===== src/rtl/tmr_pkg.sv =====
`default_nettype none
// ----------------------------------------------------------------------------
// Timer package
// Word types, register numbers and widths shared by the timer modules.
// ----------------------------------------------------------------------------
package tmr_pkg;

    // Fixed widths of the word fields.
    localparam int DATA_W      = 32;
    localparam int TIME_W      = 64;
    localparam int IRQ_W       = 4;
    localparam int MODE_W      = 2;
    localparam int REG_W       = 5;

    // Default and largest number of compare alarms.
    localparam int NUM_ALARMS_DEF = 4;

    // Item modes.
    localparam logic [MODE_W-1:0] MODE_TICK  = 2'd0;
    localparam logic [MODE_W-1:0] MODE_READ  = 2'd1;
    localparam logic [MODE_W-1:0] MODE_WRITE = 2'd2;

    // Register numbers.
    localparam logic [REG_W-1:0] REG_TIMEHW   = 5'd0;
    localparam logic [REG_W-1:0] REG_TIMELW   = 5'd1;
    localparam logic [REG_W-1:0] REG_TIMEHR   = 5'd2;
    localparam logic [REG_W-1:0] REG_TIMELR   = 5'd3;
    localparam logic [REG_W-1:0] REG_ALARM0   = 5'd4;
    localparam logic [REG_W-1:0] REG_ARMED    = 5'd8;
    localparam logic [REG_W-1:0] REG_RAWH     = 5'd9;
    localparam logic [REG_W-1:0] REG_RAWL     = 5'd10;
    localparam logic [REG_W-1:0] REG_DBGPAUSE = 5'd11;
    localparam logic [REG_W-1:0] REG_PAUSE    = 5'd12;
    localparam logic [REG_W-1:0] REG_INTR     = 5'd13;
    localparam logic [REG_W-1:0] REG_INTE     = 5'd14;
    localparam logic [REG_W-1:0] REG_INTF     = 5'd15;
    localparam logic [REG_W-1:0] REG_INTS     = 5'd16;

    // Input word: a tick, a register read or a register write.
    typedef struct packed {
        logic [MODE_W-1:0] mode;
        logic [REG_W-1:0]  reg_index;
        logic [DATA_W-1:0] write_data;
        logic [DATA_W-1:0] tick_count;
    } t_in_word;

    // Result word.
    typedef struct packed {
        logic [DATA_W-1:0] read_data;
        logic [IRQ_W-1:0]  irq_pulse;
        logic [IRQ_W-1:0]  irq_level;
    } t_out_word;

endpackage
`default_nettype wire


===== src/rtl/timer_with_compare_alarms.sv =====
// A word taken is held in the input register, then its result in the output register.
// Throughput: one word per cycle while the output is not stalled; the 64-bit time
// add and the per-alarm compares sit in one stage between the input and output registers.
// Reset: synchronous, active low; all timer state and the valid flags of both
// word registers are cleared directly, with no clearing pass.
`default_nettype none
// ----------------------------------------------------------------------------
// Timer with compare alarms
// A 64-bit microsecond timer with compare alarms behind a register file.
// ----------------------------------------------------------------------------
module timer_with_compare_alarms #(
    parameter int NUM_ALARMS = tmr_pkg::NUM_ALARMS_DEF
) (
    input  wire                logic i_clk,
    input  wire                logic i_rst_n,
    input  wire                logic i_in_valid,
    output                     logic o_in_stall,
    input  wire tmr_pkg::t_in_word  i_in_word,
    output                     logic o_out_valid,
    input  wire                logic i_out_stall,
    output      tmr_pkg::t_out_word o_out_word
);

    localparam logic [tmr_pkg::IRQ_W-1:0] ALARM_MASK =
        tmr_pkg::IRQ_W'((1 << NUM_ALARMS) - 1);

    logic               r_in_valid;
    tmr_pkg::t_in_word  r_in_word;
    logic               r_out_valid;
    tmr_pkg::t_out_word r_out_word;
    tmr_pkg::t_out_word w_core_word;
    logic               w_out_load;
    logic               w_fire;
    logic               w_in_take;

    // Pipeline control: the output register frees the input register.
    assign w_out_load = !r_out_valid || !i_out_stall;
    assign w_fire     = r_in_valid && w_out_load;
    assign o_in_stall = r_in_valid && !w_out_load;
    assign w_in_take  = i_in_valid && !o_in_stall;

    // Input register.
    always_ff @(posedge i_clk) begin
        if (!i_rst_n) begin
            r_in_valid <= 1'b0;
        end else if (w_in_take) begin
            r_in_valid <= 1'b1;
        end else if (w_fire) begin
            r_in_valid <= 1'b0;
        end
    end

    always_ff @(posedge i_clk) begin
        if (w_in_take) begin
            r_in_word <= i_in_word;
        end
    end

    // State and result logic.
    tmr_core #(
        .NUM_ALARMS(NUM_ALARMS)
    ) u_core (
        .i_clk   (i_clk),
        .i_rst_n (i_rst_n),
        .i_fire  (w_fire),
        .i_word  (r_in_word),
        .o_word  (w_core_word)
    );

    // Output register.
    always_ff @(posedge i_clk) begin
        if (!i_rst_n) begin
            r_out_valid <= 1'b0;
        end else if (w_out_load) begin
            r_out_valid <= w_fire;
        end
    end

    always_ff @(posedge i_clk) begin
        if (w_fire) begin
            r_out_word <= w_core_word;
        end
    end

    assign o_out_valid = r_out_valid;
    assign o_out_word  = r_out_word;

`ifndef SYNTH
    // A pulse comes from a tick or a mask write, never from a read.
    a_pulse_no_read: assert property (@(posedge i_clk) disable iff (!i_rst_n)
        o_out_valid && (o_out_word.irq_pulse != '0) |-> o_out_word.read_data == '0)
        else $error("irq pulse reported together with read data");

    // No interrupt line beyond the configured alarms is ever active.
    a_level_mask: assert property (@(posedge i_clk) disable iff (!i_rst_n)
        o_out_valid |-> ((o_out_word.irq_level | o_out_word.irq_pulse) & ~ALARM_MASK) == '0)
        else $error("irq line active beyond the configured alarms");

    // The input side stalls only while a word waits in the input register.
    a_stall_full: assert property (@(posedge i_clk) disable iff (!i_rst_n)
        o_in_stall |-> r_in_valid && o_out_valid && i_out_stall)
        else $error("input stalled without a blocked word");

    // A word that moves on leaves a valid result in the output register.
    a_fire_result: assert property (@(posedge i_clk) disable iff (!i_rst_n)
        w_fire |=> r_out_valid)
        else $error("word fired without a result");
`endif

endmodule
`default_nettype wire


===== src/rtl/tmr_core.sv =====
`default_nettype none
// ----------------------------------------------------------------------------
// Timer core
// Holds the time, alarm and interrupt state and works out one word's result.
// ----------------------------------------------------------------------------
module tmr_core #(
    parameter int NUM_ALARMS = tmr_pkg::NUM_ALARMS_DEF
) (
    input  wire                logic i_clk,
    input  wire                logic i_rst_n,
    input  wire                logic i_fire,
    input  wire tmr_pkg::t_in_word  i_word,
    output      tmr_pkg::t_out_word o_word
);

    localparam logic [tmr_pkg::IRQ_W-1:0] ALARM_MASK =
        tmr_pkg::IRQ_W'((1 << NUM_ALARMS) - 1);

    logic [tmr_pkg::TIME_W-1:0] r_time,    n_time;
    logic [tmr_pkg::DATA_W-1:0] r_target [NUM_ALARMS];
    logic [tmr_pkg::DATA_W-1:0] n_target [NUM_ALARMS];
    logic [tmr_pkg::IRQ_W-1:0]  r_armed,   n_armed;
    logic [tmr_pkg::IRQ_W-1:0]  r_raw,     n_raw;
    logic [tmr_pkg::IRQ_W-1:0]  r_enable,  n_enable;
    logic [tmr_pkg::IRQ_W-1:0]  r_force,   n_force;
    logic                       r_paused,  n_paused;
    logic [tmr_pkg::DATA_W-1:0] r_latched, n_latched;

    logic [tmr_pkg::DATA_W-1:0] w_rdata;
    logic [tmr_pkg::IRQ_W-1:0]  w_pulse;
    logic [tmr_pkg::IRQ_W-1:0]  w_level;
    logic [tmr_pkg::DATA_W-1:0] w_diff [NUM_ALARMS];

    // Next state and result of the word in the input register.
    always_comb begin
        n_time    = r_time;
        n_target  = r_target;
        n_armed   = r_armed;
        n_raw     = r_raw;
        n_enable  = r_enable;
        n_force   = r_force;
        n_paused  = r_paused;
        n_latched = r_latched;
        w_rdata   = '0;
        w_pulse   = '0;
        for (int k = 0; k < NUM_ALARMS; k++) begin
            w_diff[k] = '0;
        end

        case (i_word.mode)
            tmr_pkg::MODE_TICK: begin
                // A running tick advances time, then fires the armed alarms it has reached.
                if (!r_paused) begin
                    n_time = r_time + {32'd0, i_word.tick_count};
                    for (int k = 0; k < NUM_ALARMS; k++) begin
                        w_diff[k] = n_time[tmr_pkg::DATA_W-1:0] - r_target[k];
                        if (r_armed[k] && !w_diff[k][tmr_pkg::DATA_W-1]) begin
                            n_raw[k]   = 1'b1;
                            n_armed[k] = 1'b0;
                            w_pulse[k] = 1'b1;
                        end
                    end
                end
            end
            tmr_pkg::MODE_READ: begin
                for (int k = 0; k < NUM_ALARMS; k++) begin
                    if (i_word.reg_index == tmr_pkg::REG_W'(tmr_pkg::REG_ALARM0 + k)) begin
                        w_rdata = r_target[k];
                    end
                end
                case (i_word.reg_index)
                    tmr_pkg::REG_TIMEHR: w_rdata = r_latched;
                    tmr_pkg::REG_TIMELR: begin
                        n_latched = r_time[tmr_pkg::TIME_W-1:tmr_pkg::DATA_W];
                        w_rdata   = r_time[tmr_pkg::DATA_W-1:0];
                    end
                    tmr_pkg::REG_ARMED: w_rdata = {28'd0, r_armed};
                    tmr_pkg::REG_RAWH:  w_rdata = r_time[tmr_pkg::TIME_W-1:tmr_pkg::DATA_W];
                    tmr_pkg::REG_RAWL:  w_rdata = r_time[tmr_pkg::DATA_W-1:0];
                    tmr_pkg::REG_PAUSE: w_rdata = {31'd0, r_paused};
                    tmr_pkg::REG_INTR:  w_rdata = {28'd0, r_raw};
                    tmr_pkg::REG_INTE:  w_rdata = {28'd0, r_enable};
                    tmr_pkg::REG_INTF:  w_rdata = {28'd0, r_force};
                    tmr_pkg::REG_INTS:  w_rdata = {28'd0, (r_raw | r_force) & r_enable};
                    default: begin
                    end
                endcase
            end
            tmr_pkg::MODE_WRITE: begin
                // Writing an alarm stores its target and arms it.
                for (int k = 0; k < NUM_ALARMS; k++) begin
                    if (i_word.reg_index == tmr_pkg::REG_W'(tmr_pkg::REG_ALARM0 + k)) begin
                        n_target[k] = i_word.write_data;
                        n_armed[k]  = 1'b1;
                    end
                end
                case (i_word.reg_index)
                    tmr_pkg::REG_TIMEHW: n_time[tmr_pkg::TIME_W-1:tmr_pkg::DATA_W] =
                        i_word.write_data;
                    tmr_pkg::REG_TIMELW: n_time[tmr_pkg::DATA_W-1:0] = i_word.write_data;
                    tmr_pkg::REG_ARMED:  n_armed = r_armed & ~i_word.write_data[3:0] &
                        ALARM_MASK;
                    tmr_pkg::REG_PAUSE:  n_paused = i_word.write_data[0];
                    tmr_pkg::REG_INTR:   n_raw = r_raw & ~i_word.write_data[3:0] & ALARM_MASK;
                    tmr_pkg::REG_INTE: begin
                        n_enable = i_word.write_data[3:0] & ALARM_MASK;
                        w_pulse  = (r_raw | r_force) & n_enable;
                    end
                    tmr_pkg::REG_INTF: begin
                        n_force = i_word.write_data[3:0] & ALARM_MASK;
                        w_pulse = (r_raw | n_force) & r_enable;
                    end
                    default: begin
                    end
                endcase
            end
            default: begin
            end
        endcase

        w_level = (n_raw | n_force) & n_enable;
    end

    // Result word handed to the output register.
    assign o_word.read_data = w_rdata;
    assign o_word.irq_pulse = w_pulse;
    assign o_word.irq_level = w_level;

    // State registers, updated only when a word moves to the output.
    always_ff @(posedge i_clk) begin
        if (!i_rst_n) begin
            r_time    <= '0;
            r_armed   <= '0;
            r_raw     <= '0;
            r_enable  <= '0;
            r_force   <= '0;
            r_paused  <= 1'b0;
            r_latched <= '0;
            for (int k = 0; k < NUM_ALARMS; k++) begin
                r_target[k] <= '0;
            end
        end else if (i_fire) begin
            r_time    <= n_time;
            r_armed   <= n_armed;
            r_raw     <= n_raw;
            r_enable  <= n_enable;
            r_force   <= n_force;
            r_paused  <= n_paused;
            r_latched <= n_latched;
            r_target  <= n_target;
        end
    end

endmodule
`default_nettype wire

===== config.mk =====
export PLATFORM = sky130hd
export DESIGN_NAME = timer_with_compare_alarms
export DESIGN_NICKNAME = d
export VERILOG_FILES = /design/src/rtl/tmr_pkg.sv /design/src/rtl/timer_with_compare_alarms.sv /design/src/rtl/tmr_core.sv
export SDC_FILE = /design/constraint.sdc
export NUM_CORES = 1
export LEC_CHECK = 0
export BUFFER_PORTS_ARGS = -buffer_cell sky130_fd_sc_hd__buf_4
export CAP_MARGIN = 20
export CORE_ASPECT_RATIO = 0.6
export CORE_MARGIN = 3
export CORE_UTILIZATION = 35
export DETAILED_ROUTE_END_ITERATION = 6
export GPL_TIMING_DRIVEN = 0
export SLEW_MARGIN = 10
export SYNTH_ARGS = -nofsm -noshare
export SYNTH_HDL_FRONTEND = slang
export SYNTH_SLANG_ARGS = --single-unit
export TNS_END_PERCENT = 1

===== constraint.sdc =====
create_clock -name i_clk -period 7.45 [get_ports i_clk]
set_clock_uncertainty 0.15 [all_clocks]
set_input_delay 0.745 -clock i_clk [delete_from_list [all_inputs] [get_ports i_clk]]
set_output_delay 0.745 -clock i_clk [all_outputs]
set_load 0.05 [all_outputs]

==> flow_summary.ini <==
[run_status]
status = finished with violations
violations = design-rule violations

[critical_path]
worstPathRequired_ps = 7710
critPathLaunchType = flip-flop
crit_path_end_kind = flip-flop
critical_path_class = flip-flop to flip-flop
crit_fanout = 5
worstPathArrival_ps = 6790
startpoint = u_core.r_time[0]
reg2reg_from = u_core.r_time[0]

[synth]
async_reset_ff_share_pct = 0
synth_top_family_by_area = compound AO/OA/AOI/OAI gates
synth_adder_area_share_pct = 9.85
synth_warnings = 0
yosysUniqueCellTypes = 93
synth_nets = 2503
synth_mux_area_share_pct = 0.821
synth_area_mm2 = 0.0195
synth_compound_area_share_pct = 23.7
synth_cells = 2275
synth_seq_cells = 354
synth_xor_area_share_pct = 1.92
ys.flop_type = dfxtp_1
synth_edf_count = 111
synth_seq_area_share_pct = 42.0
yosys.area_share.simple_pct = 16.4
avgSynthCellArea_um2 = 8.58

[clock_tree]
postCtsSetupBuffers = 0
clockRootBuffer = clkbuf_16
numClockSinks = 354
hold_buffers = 0
cts_buffers = 38
clk_pin_slew_ps = 70
clk_path_buf_depth = 3
htreeDepth = 2
cts-resized-gates = 0
cts_tree = done
clock_latency_ps = 560

[place]
port_buffers = 116
dpl_cell_area_mm2 = 0.0214
place.gp.congestion = 1.00
dp_hpwl_um = 65000

[finish]
seq_area_mm2 = 0.00820
multiInputGateArea_mm2 = 0.0103
num-fill-cells = 5439
syn2layout_area_growth_pct = 17.0
nets = 2671
layout-drive-gt1-share_pct = 9.79
design_area_mm2 = 0.0228

[timing]
finalHoldViolCount = 0
slew_headroom_pct = 11.6
setup_viol = 0
worst_pin_slew_ps = 1320
finalCritPeriodShare_pct = 87.7
setup_tns_ps = 0
drv_slew = 0
max_freq_ghz = 0.153
period_minus_slack_ps = 6530
rsz0062_at_grt = false

[floorplan]
coreArea_mm2 = 0.0547
die_x_um = 311
die_area_mm2 = 0.0587
rows = 66
die_h_um = 189
start_util_pct = 35.7
io_pins = 117

[grt]
grt_pass1_wl_um = 119000
grt-ovfl-total = 0
grtUsageMet2_pct = 33.5
met1_usage_pct = 42.4
grt.total_usage_pct = 27.4
busiest_layer = met1
use_met3_pct = 12.9
grt_pass1_vias = 17500
antenna_found_initial = 0
grt_max_degree = 50

[power_and_ir_drop]
vdd_drop_max_uv = 184
power_leakage_uw = 0.00789
power.density_mw_per_mm2 = 220

[routing]
vias = 19200
routed_wl_um = 83500
firstDrtPassIters = 7
drcViolationCount = 3
drtIter0Drc = 3052
via_per_inst = 5.97
drt.antenna.violating_nets = 0
drt-wirelength-per-cell_um = 25.9

[worst_hold_path]
min_path_type = input port to flip-flop
hold_start = i_in_word[22]

[job]
drv_cap = 0
[area by class of cell]
cell class	instances	share of cell area (%)
Clock buffer	53	5.00
Tap cell	748	4.10
Buffer	134	2.38
Timing Repair Buffer	128	4.33
Sequential cell	354	35.9
Clock inverter	17	0.959
Antenna cell	1	0.0110
Inverter	131	2.15
Multi-Input combinational cell	1656	45.2
[synthesized netlist by cell type, drive strengths merged (4+ instances only)]
cell type	number	area, µm²
o21a	19	143
nor3	27	140
a22o	6	53.8
o211ai	14	110
a211o	6	53.8
dfxtp	243	4860
nor2	108	405
a31o	5	43.8
o22ai	11	68.8
a221oi	12	105
nand2	462	1730
xnor2	23	209
and3	25	159
a21o	28	213
nand3	26	135
buf	18	95.1
a222oi	28	280
a22oi	69	523
nor4	8	56.3
nand4	30	194
clkbuf	116	448
a21oi	265	1340
edfxtp	111	3330
o211a	4	40.0
xor2	11	96.3
a211oi	22	170
and2	12	76.3
inv	131	492
and4	4	36.3
a31oi	54	344
mux2i	16	160
a2111oi	5	51.3
a41oi	6	52.6
o21bai	13	109
o21ai	89	445
or3	4	25.0
nor2b	6	37.5
nand2b	16	100
a311oi	24	210
ha	152	1900
o221ai	8	70.1
[worst max-delay path, stage by stage (launching register included)]
cell       delay, ps
dfxtp_1          540
ha_1             330
fa_1             270
a211oi_1         110
or3_1            400
a21oi_2          240
o21ai_0          110
nand2b_1         110
a21boi_0         110
xnor2_1          960
ha_1             430
a21oi_1          130
o21ai_0          330
a2111oi_0        460
o21ai_0          360
a41oi_1          350
xnor2_1          130
xnor2_1          450
nand3_1          200
a21oi_1          190
[state kept, by name (all words and copies together), names as in the netlist]
name / count
u_core.r_armed: 4
o_out_word: 40
u_core.r_raw: 4
r_in_valid: 1
u_core.r_enable: 4
u_core.r_target: 128
r_in_word: 71
u_core.r_paused: 1
u_core.r_latched: 32
u_core.r_force: 4
o_out_valid: 1
u_core.r_time: 64
[stage by stage]
stage          cells  setup slack [ps]  util, %  power (µW)  hold WS, ps
3_5_place_dp    3143              1270     39.2        2900          299
6_report        3222               915     41.8        5030          199
2_1_floorplan   2275              2470        -        2580          281
3_3_place_gp    3139               213     39.0        2880          291
4_1_cts         3213              1240     41.7        5010          182
5_1_grt         3221               899     41.8        5190          181
[path summary, 6_finish.rpt]
path,to,slack (ps),depth (start not counted)
setup reg to reg,o_out_word[3],920,19
hold / removal,r_in_word[22],200,1
setup / recovery,o_out_word[3],920,19
hold reg to reg,u_core.r_latched[29],300,2
[report_power, final]
part	internal (µW)	switching (µW)
clock network	1250	869
logic	268	530
registers	2040	78.5
total	3550	1480
[logic make-up after synthesis]
group                    count (synthesis)
buffers and inverters                  265
AND/OR/NAND/NOR                        740
XOR/XNOR                                37
multiplexers                            16
AO/OA/AOI/OAI                          710
flip-flops                             354
adder cells (fa/ha/maj)                153
[cell usage in the layout, fill, tap and decap left out, types with 6 or more instances in the layout]
cell and n:
mux2i_1 16, buf_4 125, nand2b_1 16, inv_1 130, buf_2 10, o21a_1 19, a22oi_1 68, o211ai_1 13
o22ai_1 11, and3_1 23, nor2_1 108, a41oi_1 6, clkbuf_16 41, ha_1 152, a21o_1 26, nand3_1 25
clkbuf_8 8, buf_1 6, o21ai_0 86, and2_1 10, a31oi_1 53, a221oi_1 12, nand4_1 29, nor3_1 26
o21bai_1 12, a211oi_1 21, a311oi_1 24, clkbuf_1 118, edfxtp_1 111, dfxtp_1 243, a21oi_1 263, nand2_1 462
xor2_1 11, xnor2_1 22, a222oi_1 28, o221ai_1 8
[metal layers]
metal	wire length, µm	part of all wire (%)
met1	38200	46
met2	29200	35
met3	14800	18
met4	1250	1.5
met5	0	0
(Power assumes the default switching activity.)
